[config.mk]
export PLATFORM = sky130hd
export DESIGN_NAME = timeout_table_engine
export DESIGN_NICKNAME = d
export VERILOG_FILES = /design/src/rtl/tte_pkg.sv /design/src/rtl/timeout_table_engine.sv /design/src/rtl/tte_ram.sv
export SDC_FILE = /design/constraint.sdc
export NUM_CORES = 2
export LEC_CHECK = 0
export ABC_AREA = 1
export BUFFER_PORTS_ARGS = -buffer_cell sky130_fd_sc_hd__buf_2
export CAP_MARGIN = 20
export CORE_AREA = 5 5 325 327
export DETAILED_ROUTE_END_ITERATION = 12
export DIE_AREA = 0 0 330 332
export MAX_ROUTING_LAYER = met4
export PLACE_DENSITY = 0.72
export SKIP_LAST_GASP = 1
export SLEW_MARGIN = 25
export SYNTH_ARGS = -nofsm -noshare
export SYNTH_HDL_FRONTEND = slang
export SYNTH_SLANG_ARGS = --single-unit
[constraint.sdc]
create_clock -name aclk -period 4.3 [get_ports aclk]
set_input_delay 1.29 -clock aclk [delete_from_list [all_inputs] [get_ports aclk]]
set_output_delay 1.29 -clock aclk [all_outputs]
set_load 0.02 [all_outputs]
[src/rtl/tte_pkg.sv]
// ----------------------------------------------------------------------------
// Timeout table engine package
// Shared constants for the timeout table engine.
// ----------------------------------------------------------------------------
`default_nettype none

package tte_pkg;

    localparam int ENTRIES   = 16;
    localparam int IDX_W     = (ENTRIES > 1) ? $clog2(ENTRIES) : 1;
    localparam int CNT_W     = $clog2(ENTRIES + 1);
    localparam int ID_W      = 16;
    localparam int DL_W      = 32;
    localparam int ENTRY_W   = ID_W + DL_W;

    localparam logic [2:0] CMD_TICK    = 3'd0;
    localparam logic [2:0] CMD_SET     = 3'd1;
    localparam logic [2:0] CMD_DELETE  = 3'd2;
    localparam logic [2:0] CMD_CHECK   = 3'd3;
    localparam logic [2:0] CMD_GET     = 3'd4;
    localparam logic [2:0] CMD_NEAREST = 3'd5;

    localparam logic [2:0] ST_OK       = 3'd0;
    localparam logic [2:0] ST_RANGE    = 3'd1;
    localparam logic [2:0] ST_BAD_ID   = 3'd2;
    localparam logic [2:0] ST_FULL     = 3'd3;
    localparam logic [2:0] ST_ELAPSED  = 3'd4;
    localparam logic [2:0] ST_EMPTY    = 3'd5;
    localparam logic [2:0] ST_NOTFOUND = 3'd6;
    localparam logic [2:0] ST_NONE     = 3'd7;

endpackage

`default_nettype wire

[src/rtl/timeout_table_engine.sv]
// ----------------------------------------------------------------------------
// Timeout table engine
// Table of timeouts with id and deadline, scanned one entry per cycle.
// ----------------------------------------------------------------------------
// Channel   | Direction | Payload
// s_axis    | in        | tdata: cmd, timer_id, duration, interval
// m_axis    | out       | tdata: status, found_id, time_left
// cfg       | in        | largest accepted duration
//
// Every command but tick walks the table once through a single memory read
// port, reading each stored entry in turn, then passes a decide state; the
// result is then offered until taken. A new command is accepted only once the
// block is idle again. Tick skips the walk. Delete and check with removal
// add a shift walk that copies each entry above the removed one one place
// lower; none when the last entry goes. A stalled result holds the block
// until taken. Reset clears the count and the clock; no clearing pass.
// ----------------------------------------------------------------------------
`default_nettype none

module timeout_table_engine
    import tte_pkg::*;
(
    input  wire logic        aclk,
    input  wire logic        aresetn,
    input  wire logic        s_tvalid,
    output logic             s_tready,
    input  wire logic [55:0] s_tdata,  // cmd[2:0], timer_id[18:3], duration[34:19],
                                       // interval[50:35], zero fill
    output logic             m_tvalid,
    input  wire logic        m_tready,
    output logic [39:0]      m_tdata,  // status[2:0], found_id[18:3],
                                       // time_left[34:19], zero fill
    input  wire logic        cfg_valid,
    output logic             cfg_ready,
    input  wire logic [15:0] cfg_data
);

    typedef enum logic [2:0] {
        S_IDLE, S_SCAN, S_DECIDE, S_SHIFT, S_OUT
    } state_t;

    state_t            state_reg;
    logic [2:0]        cmd_reg;
    logic [15:0]       id_reg, dur_reg, win_reg;
    logic [15:0]       max_reg;
    logic [31:0]       now_reg;
    logic [CNT_W-1:0]  count_reg;
    logic [CNT_W-1:0]  scan_reg;     // address issued
    logic              rvalid_reg;   // rd_data corresponds to rpos_reg
    logic [IDX_W-1:0]  rpos_reg;
    logic              hit_reg;      // id found / best found
    logic [IDX_W-1:0]  hpos_reg;
    logic [15:0]       bid_reg;
    logic [31:0]       bdl_reg;
    logic              elapsed_reg;  // an entry other than the set id has elapsed
    logic [2:0]        status_reg;
    logic [15:0]       fid_reg, left_reg;
    logic [CNT_W-1:0]  sh_reg;       // shift source index

    logic              wr_en;
    logic [IDX_W-1:0]  wr_addr, rd_addr;
    logic [ENTRY_W-1:0] wr_data, rd_data;
    logic [15:0]       e_id;
    logic [31:0]       e_dl;
    logic [32:0]       limit;
    logic [32:0]       sum;
    logic [31:0]       new_dl;
    logic [31:0]       diff;
    logic              set_ok;

    tte_ram #(.WIDTH(ENTRY_W), .DEPTH(ENTRIES)) u_ram (
        .aclk   (aclk),
        .wr_en  (wr_en),
        .wr_addr(wr_addr),
        .wr_data(wr_data),
        .rd_addr(rd_addr),
        .rd_data(rd_data)
    );

    assign e_id      = rd_data[ID_W-1:0];
    assign e_dl      = rd_data[ENTRY_W-1:ID_W];
    assign limit     = {1'b0, now_reg} + {17'd0, win_reg};
    assign sum       = {1'b0, now_reg} + {17'd0, dur_reg};
    assign new_dl    = sum[32] ? 32'hFFFF_FFFF : sum[31:0];
    assign diff      = bdl_reg - now_reg;
    assign set_ok    = (dur_reg != 16'd0) && (dur_reg <= max_reg) && (id_reg != 16'd0) &&
                       (hit_reg || (count_reg < CNT_W'(ENTRIES)));
    assign s_tready  = (state_reg == S_IDLE);
    assign cfg_ready = (state_reg == S_IDLE) && !s_tvalid;
    assign m_tvalid  = (state_reg == S_OUT);
    assign m_tdata   = {5'd0, left_reg, fid_reg, status_reg};

    // Read address: scanning issues scan_reg, shifting reads the next source.
    always_comb begin
        rd_addr = scan_reg[IDX_W-1:0];
        if (state_reg == S_DECIDE || state_reg == S_SHIFT) begin
            rd_addr = sh_reg[IDX_W-1:0];
        end
    end

    // Writes: set in S_DECIDE, shift copies in S_SHIFT.
    always_comb begin
        wr_en   = 1'b0;
        wr_addr = hpos_reg;
        wr_data = {new_dl, id_reg};
        if (state_reg == S_DECIDE && cmd_reg == CMD_SET && set_ok) begin
            wr_en   = 1'b1;
            wr_addr = hit_reg ? hpos_reg : count_reg[IDX_W-1:0];
        end else if (state_reg == S_SHIFT && rvalid_reg) begin
            wr_en   = 1'b1;
            wr_addr = rpos_reg - IDX_W'(1);
            wr_data = rd_data;
        end
    end

    always_ff @(posedge aclk) begin
        if (!aresetn) begin
            state_reg  <= S_IDLE;
            count_reg  <= '0;
            now_reg    <= '0;
            max_reg    <= 16'd3600;
            rvalid_reg <= 1'b0;
        end else begin
            case (state_reg)
                S_IDLE: begin
                    if (cfg_valid && cfg_ready) begin
                        max_reg <= cfg_data;
                    end
                    if (s_tvalid) begin
                        cmd_reg     <= s_tdata[2:0];
                        id_reg      <= s_tdata[18:3];
                        dur_reg     <= s_tdata[34:19];
                        win_reg     <= s_tdata[50:35];
                        scan_reg    <= '0;
                        rvalid_reg  <= 1'b0;
                        hit_reg     <= 1'b0;
                        hpos_reg    <= '0;
                        bid_reg     <= '0;
                        bdl_reg     <= '0;
                        elapsed_reg <= 1'b0;
                        status_reg  <= ST_OK;
                        fid_reg     <= '0;
                        left_reg    <= '0;
                        state_reg   <= S_SCAN;
                    end
                end
                S_SCAN: begin
                    // Evaluate the entry read in the previous cycle.
                    if (rvalid_reg) begin
                        case (cmd_reg)
                            CMD_SET, CMD_DELETE, CMD_GET: begin
                                if (!hit_reg && id_reg != 16'd0 && e_id == id_reg) begin
                                    hit_reg  <= 1'b1;
                                    hpos_reg <= rpos_reg;
                                    bdl_reg  <= e_dl;
                                end
                                // The entry of the set id is rewritten, so its old
                                // deadline does not count.
                                if (e_dl <= now_reg &&
                                    !(id_reg != 16'd0 && e_id == id_reg)) begin
                                    elapsed_reg <= 1'b1;
                                end
                            end
                            CMD_CHECK, CMD_NEAREST: begin
                                if ((cmd_reg == CMD_NEAREST || {1'b0, e_dl} <= limit) &&
                                    (!hit_reg || e_dl < bdl_reg)) begin
                                    hit_reg  <= 1'b1;
                                    hpos_reg <= rpos_reg;
                                    bdl_reg  <= e_dl;
                                    bid_reg  <= e_id;
                                end
                            end
                            default: ;
                        endcase
                    end
                    if (cmd_reg != CMD_TICK && scan_reg < count_reg) begin
                        rvalid_reg <= 1'b1;
                        rpos_reg   <= scan_reg[IDX_W-1:0];
                        scan_reg   <= scan_reg + CNT_W'(1);
                    end else begin
                        rvalid_reg <= 1'b0;
                        state_reg  <= S_DECIDE;
                    end
                end
                S_DECIDE: begin
                    state_reg <= S_OUT;
                    case (cmd_reg)
                        CMD_TICK: begin
                            if (now_reg != 32'hFFFF_FFFF) begin
                                now_reg <= now_reg + 32'd1;
                            end
                        end
                        CMD_SET: begin
                            if (dur_reg == 16'd0 || dur_reg > max_reg) begin
                                status_reg <= ST_RANGE;
                            end else if (id_reg == 16'd0) begin
                                status_reg <= ST_BAD_ID;
                            end else if (!hit_reg && count_reg >= CNT_W'(ENTRIES)) begin
                                status_reg <= ST_FULL;
                            end else begin
                                if (!hit_reg) begin
                                    count_reg <= count_reg + CNT_W'(1);
                                end
                                // The new deadline itself counts only once the
                                // clock has reached its maximum.
                                status_reg <= (elapsed_reg || new_dl <= now_reg) ?
                                              ST_ELAPSED : ST_OK;
                            end
                        end
                        CMD_DELETE, CMD_GET: begin
                            if (count_reg == '0) begin
                                status_reg <= ST_EMPTY;
                            end else if (!hit_reg) begin
                                status_reg <= ST_NOTFOUND;
                            end else if (cmd_reg == CMD_GET) begin
                                left_reg <= (bdl_reg <= now_reg) ? 16'd0 :
                                            (diff > 32'hFFFF) ? 16'hFFFF : diff[15:0];
                            end else begin
                                sh_reg    <= {1'b0, hpos_reg} + CNT_W'(1);
                                state_reg <= S_SHIFT;
                            end
                        end
                        CMD_CHECK: begin
                            if (count_reg == '0) begin
                                status_reg <= ST_EMPTY;
                            end else if (!hit_reg) begin
                                status_reg <= ST_NONE;
                            end else begin
                                fid_reg <= bid_reg;
                                if (win_reg == 16'd0) begin
                                    sh_reg    <= {1'b0, hpos_reg} + CNT_W'(1);
                                    state_reg <= S_SHIFT;
                                end
                            end
                        end
                        CMD_NEAREST: begin
                            if (count_reg == '0 || !hit_reg) begin
                                status_reg <= ST_EMPTY;
                            end else begin
                                fid_reg  <= bid_reg;
                                left_reg <= (bdl_reg <= now_reg) ? 16'd0 :
                                            (diff > 32'hFFFF) ? 16'hFFFF : diff[15:0];
                                if (bdl_reg <= now_reg) begin
                                    status_reg <= ST_ELAPSED;
                                end
                            end
                        end
                        default: ;
                    endcase
                end
                S_SHIFT: begin
                    // Read sh_reg, write it one place lower on the next cycle.
                    if (sh_reg < count_reg) begin
                        rvalid_reg <= 1'b1;
                        rpos_reg   <= sh_reg[IDX_W-1:0];
                        sh_reg     <= sh_reg + CNT_W'(1);
                    end else if (!rvalid_reg || rpos_reg != sh_reg[IDX_W-1:0]) begin
                        rvalid_reg <= 1'b0;
                        if (!rvalid_reg) begin
                            count_reg <= count_reg - CNT_W'(1);
                            state_reg <= S_OUT;
                        end
                    end
                end
                S_OUT: begin
                    if (m_tready) begin
                        state_reg <= S_IDLE;
                    end
                end
                default: state_reg <= S_IDLE;
            endcase
        end
    end

endmodule

`default_nettype wire

[src/rtl/tte_ram.sv]
// ----------------------------------------------------------------------------
// Generic single-port-write RAM
// One write port and one read port, read data registered.
// ----------------------------------------------------------------------------
`default_nettype none

module tte_ram #(
    parameter int WIDTH = 8,
    parameter int DEPTH = 16
) (
    input  wire logic                     aclk,
    input  wire logic                     wr_en,
    input  wire logic [$clog2(DEPTH)-1:0] wr_addr,
    input  wire logic [WIDTH-1:0]         wr_data,
    input  wire logic [$clog2(DEPTH)-1:0] rd_addr,
    output logic      [WIDTH-1:0]         rd_data
);

    logic [WIDTH-1:0] mem [DEPTH];

    always_ff @(posedge aclk) begin
        if (wr_en) begin
            mem[wr_addr] <= wr_data;
        end
        rd_data <= mem[rd_addr];
    end

endmodule

`default_nettype wire

After elaboration in Yosys (flattened, before gate mapping)
Memories as Yosys holds them, arrays and structs flattened. A register that Yosys moved wholly into a read port is not among the register bits.
Index checks and enable logic that the tools add are counted.
Operators by class
  mux-type cells: 106
  reductions and logical operators: 59
  $add $sub $neg: 10
  order comparisons: 12
  eq/ne operators: 49
Operators with widths (count)
  2-to-1 mux 16 bit: 13
  2-to-1 mux 32 bit: 5
  one-hot mux 16 bit (2 select lines): 5
  one-hot mux 32 bit (2 select lines): 2
  less-or-equal comparator 32 bit: 3
  2-to-1 mux 48 bit: 2
  2-to-1 mux 5 bit: 17
  2-to-1 mux 3 bit: 23
  adder 32 x 16 -> 33 bit: 2
  zero test 16 bit: 3
  2-to-1 mux 4 bit: 10
  one-hot mux 5 bit (2 select lines): 4
  less-or-equal comparator 32 x 33 -> 1 bit: 1
  adder 32 x 1 -> 32 bit, second input constant: 1
  greater-than comparator 32 x 16 -> 1 bit, second input constant: 1
  less-than comparator 32 bit: 1
  != test 32 bit, second input constant: 1
  nonzero test 16 bit: 2
  subtractor 32 bit: 1
  != test 3 bit, second input constant: 10
  != test 2 bit, second input constant: 12
  one-hot mux 4 bit (2 select lines): 3
  AND reduction 7 bit: 3
  AND reduction 6 bit: 3
  40 further kinds: 108
Storage, ports and cells
  register bits after elaboration: 211
  logic and storage cells: 257
  memory bits (writable): 768
  input bits: 77
  memories kept: 1
Memories
  u_ram.mem: depth 16, bits a word 48, rd ports 1, clocked after Yosys merged registers in 1, write ports 1, RTL line tte_ram.sv:19  | logic [WIDTH-1:0] mem [DEPTH];

Depth between registers and ports, before layout
  depth in word-level cells: 10
  gate-level depth with buffers: 28

Cells and area by module
A second synthesis with hierarchy kept.
Unflattened totals
  cells, all modules: 5578
  area total of the unflattened synthesis: 51775.9 µm²
By module, submodules not included
  tte_ram: instances 1, area each 33941.3 µm², cells an instance 3165, sequential area each 24023.0 µm²
  timeout_table_engine: instances 1, area each 17834.6 µm², cells an instance 2413, sequential area each 5765.5 µm²

Worst setup path before layout
Ideal clock, no wire load.
  path kind: register to register
  from: register now_reg[0]
  to: register bdl_reg[0] (enable)
  arrival time: 4.211 ns
  slack: -0.302 ns
  stages on the path, launching flop included: 26
  buffers on the path: 0
  required time: 3.908 ns
  cells stage by stage: dfxtp_1 -> ha_1 -> inv_1 -> fa_1 -> nand3b_1 -> nand2_1 -> a21oi_1 -> o21ai_0 -> nand2_1 -> nand2_1 -> inv_1 -> nor3_1 -> nand4_1 -> xor2_1 -> ha_1 -> nand2_1 -> inv_1 -> a221oi_1 -> nand2_1 -> nand2_1 -> nand2_1 -> nand2_1 -> nand2_1 -> nand3_1 -> nand2_1 -> inv_1
Between the ends
  cells in the longest elaborated chain, start to end: 6
RTL lines
  start: declaration: RTL line timeout_table_engine.sv:46  | logic [31:0] now_reg;
  start signal: assignment: RTL line timeout_table_engine.sv:190  | now_reg <= now_reg + 32'd1;
  adder 32 x 16 -> 33 bit: RTL line timeout_table_engine.sv:82  | assign limit = {1'b0, now_reg} + {17'd0, win_reg};
  less-or-equal comparator 32 x 33 -> 1 bit: RTL line timeout_table_engine.sv:165  | if ((cmd_reg == CMD_NEAREST || {1'b0, e_dl} <= limit) &&
  logical OR 1 bit: RTL line timeout_table_engine.sv:165
  logical AND 1 bit: RTL line timeout_table_engine.sv:165
  != test 3 bit (no line)
  AND reduction 7 bit (no line)
  end signal: assignment: RTL line timeout_table_engine.sv:155  | bdl_reg <= e_dl;
  end signal: assignment: RTL line timeout_table_engine.sv:169  | bdl_reg <= e_dl;
  end: declaration: RTL line timeout_table_engine.sv:54  | logic [31:0] bdl_reg;
No other way between the ends.
A chain may end at the register's enable or synchronous reset.

Final worst setup path
  from: register now_reg[0]
  to: register bid_reg[7] (enable)
Between the ends
  cells in the longest elaborated chain, start to end: 6
RTL lines
  adder 32 x 16 -> 33 bit: RTL line timeout_table_engine.sv:82
  less-or-equal comparator 32 x 33 -> 1 bit: RTL line timeout_table_engine.sv:165
  logical OR 1 bit: RTL line timeout_table_engine.sv:165
  logical AND 1 bit: RTL line timeout_table_engine.sv:165
  != test 2 bit (no line)
  AND reduction 6 bit (no line)
  end signal: assignment: RTL line timeout_table_engine.sv:170  | bid_reg <= e_id;
  end: declaration: RTL line timeout_table_engine.sv:53  | logic [15:0] bid_reg;
No other way between the ends.

==> run summary <==
Total gr overflow -> 0
Hold Crit Class -> reg2reg
Core area -> 103000 um2
RSZ-0062 raised after global routing -> yes
Final Util -> 0.544
Starting density of the core -> 0.474
Max reg flops -> 768
Minimum clock period -> 4.27 ns
Mapped Area -> 48600 um2
Cell Area, Placed -> 52000 um2
WP data required -> 4.70 ns
Number of endpoints failing setup at the final stage -> 0
Reg2Reg Launch Point -> now_reg[0]$_SDFFE_PN0P_
R2R setup slack -> 0.03 ns
Leakage power -> 20.7 nW
Gpl congestion -> 1.01
Final period util -> 0.993
Final non-filler cell total -> 6311
GRT Resource Usage Total -> 0.252
Yosys Warn Count -> 0
Worst-Margin Slew -> 1.10 ns
Clk buf depth -> 3
Detailed Place HPWL -> 88.6 mm
CTS Hold Bufs -> 0
DR vias/cell -> 5.78
Initial antenna violation count -> 3
Fin. max-slew vios -> 0
Kind of critical path -> reg2reg
Skew final -> 0.0624 ns
Synth Area in Adders -> 0.0544
CP arrival -> 4.67 ns
Site Rows -> 118
Fraction of layout cells with a size suffix above 1 -> 0.117
Critical Path Source Type -> register
Die Wd -> 330 um
H-tree levels -> 3
# port buffers -> 109
Final WL -> 138 mm
Synth Register Bits -> 1027
Final net count -> 5128
WL per Instance -> 21.9 um
Register area share after synthesis -> 0.613
TritonRoute pass-1 iters -> 6
Post-Synth XOR/XNOR Area -> 0.0155
Status -> completed
Post-Synth Simple-Gate Area -> 0.143
Clock sink count -> 1027
Clock transition at path regs -> 0.06 ns
Worst-path fanout max -> 8
Post-synth EDFFs -> 922
DP Cell Count -> 6097
CTS tree -> done
Critical path launch point -> now_reg[0]$_SDFFE_PN0P_
Highest clock rate -> 234 MHz
Largest net degree at the start of global routing -> 166
Compound-gate portion of the synthesized area -> 0.124
Die H -> 332 um
Post-synthesis cell count -> 4638
Clk_lat worst skew -> 0.71 ns
Number of global-route vias before repair -> 35100
Top Ports -> 120
CTS Buf Count -> 103
DRT antenna net count -> 0
DR vias -> 36500
Area Growth Syn to Fin -> 15.0%
Die Area -> 110000 um2
Total power -> 27.3 mW
Syn_area_per_cell -> 10.5 um2
Iteration-0 DRC count of the detailed router -> 3967
End point of the critical path -> bid_reg[7]$_SDFFCE_PN0P_
R2R cell count -> 25
Synth unique cells -> 60
Worst hold slack -> 0.458 ns
# DRC -> 0
Slew Limit Headroom -> 0.267
Top reg by flops -> u_ram.mem
Largest registers -> u_ram.mem: 768 flops, u_ram.rd_data: 48 flops
R2r endpoint -> bid_reg[7]$_SDFFCE_PN0P_
Peak VDD IR -> 0.000579 V
First-pass GRT wire length -> 208 mm
Finished Cell Area -> 55900 um2
Cell area power density -> 488 nW/um2
Clock root cell -> clkbuf_16
Fin. Hold Viols -> 0
Worst setup EP type -> register
Main combinational cell family by area after synthesis -> simple AND/OR/NAND/NOR gates
Main synth FF type -> edfxtp_1
Max cap viols -> 0
Post-synthesis mux area share -> 0
Ys async rst share -> 0
[critical path, stage by stage, from the launching register on]
cell and delay [ns]:
dfxtp_1 0.34, ha_2 0.20, inv_2 0.04, fa_2 0.32, nand3b_1 0.17, nand2_2 0.10
a21oi_4 0.07, o21ai_4 0.18, nand2_1 0.09, nand2_2 0.11, inv_2 0.06, nor3_4 0.14
nand4_1 0.19, xor2_2 0.24, ha_1 0.31, nand2_1 0.08, inv_2 0.07, nand2_1 0.06
nor4_2 0.29, nor2_1 0.09, nand2_2 0.12, nand2_2 0.08, buf_4 0.14, a21oi_4 0.16
buf_12 0.15, buf_12 0.14
[how the worst min path moves through the flow]
stage                                       start                 endpoint  slack, ns  cells past startpoint
after floorplan           max_reg[1]$_SDFFE_PN0P_  max_reg[1]$_SDFFE_PN0P_       0.43                      2
after CTS                 max_reg[2]$_SDFFE_PN0P_  max_reg[2]$_SDFFE_PN0P_       0.46                      2
final                     max_reg[2]$_SDFFE_PN0P_  max_reg[2]$_SDFFE_PN0P_       0.46                      2
after global routing      max_reg[1]$_SDFFE_PN0P_  max_reg[1]$_SDFFE_PN0P_       0.48                      2
after global placement    max_reg[1]$_SDFFE_PN0P_  max_reg[1]$_SDFFE_PN0P_       0.44                      2
after detailed placement  max_reg[2]$_SDFFE_PN0P_  max_reg[2]$_SDFFE_PN0P_       0.45                      2
[final cells by class]
class / instances / area (um2)
fill: 8621 / 46700
multi-input combinational: 3000 / 16800
tap: 1380 / 1730
clock inverter: 50 / 553
clock buffer: 142 / 2860
timing repair buffer: 300 / 2550
inverter: 410 / 1570
antenna: 2 / 5.00
sequential: 1027 / 29800
[metal layers]
layer / vias to the layer above / global-route usage / part of all wire
met1: 17800 / 0.324 / 0.40
met5: - / - / 0
met3: 279 / 0.0337 / 0.077
li1: 16900 / - / -
met4: 0 / 0.101 / 0.043
met2: 1587 / 0.408 / 0.48
[synthesized netlist by cell type, drive strengths merged, types with 48 or more instances]
| cell | count | share of area |
|---|---|---|
| edfxtp | 922 | 0.57 |
| nor2 | 676 | 0.053 |
| nand2 | 671 | 0.052 |
| o21ai | 540 | 0.056 |
| inv | 407 | 0.032 |
| ha | 205 | 0.053 |
| a21oi | 189 | 0.019 |
| nand3 | 177 | 0.018 |
| o221ai | 162 | 0.029 |
| clkbuf | 144 | 0.011 |
| dfxtp | 105 | 0.043 |
| buf | 61 | 0.0068 |
| xor2 | 52 | 0.0094 |
| nor3 | 48 | 0.0050 |
[cell families after synthesis]
logic type,after synthesis
buffers and inverters,615
other,1
xor gates and xnor gates,86
adders and majority gates,209
and+or+nand+nor,1682
DFF,1027
AOI/OAI and AO/OA,1018
[cell usage in the layout (no fill, tap or decap), drive strengths merged, types with 43 or more instances in the layout]
cell type | synthesis | routed
xor2 | 52 | 52
o221ai | 162 | 162
a21oi | 189 | 189
dfxtp | 105 | 105
nand3 | 177 | 177
o21ai | 540 | 540
inv | 407 | 410
nand4 | 43 | 43
ha | 205 | 205
nor3 | 48 | 48
buf | 61 | 299
nor2 | 676 | 676
clkbuf | 144 | 143
edfxtp | 922 | 922
nand2 | 671 | 671
[repair_timing]
item                                    in CTS  in global routing
gates cloned                                 2                  1
hold endpoints to repair                     0                  0
pin swaps                                    8                 29
setup buffers                               10                  9
gates resized for setup                     20                 48
endpoints found under the setup margin      53                322
[report_power, final]
group / switching, mW / internal (mW)
combinational: 4.19 / 2.08
clock: 3.87 / 5.11
sequential: 0.641 / 11.4
total: 8.69 / 18.6
[through the flow]
step / worst slack (ns) / setup TNS (ns)
floorplan: -0.259 / -119.70
global placement: -0.0884 / -2.36
detailed placement: -0.0624 / -1.48
CTS: 0.0157 / 0
global route: -0.243 / -9.23
finish: 0.0314 / 0
(Power assumes the default switching activity.)
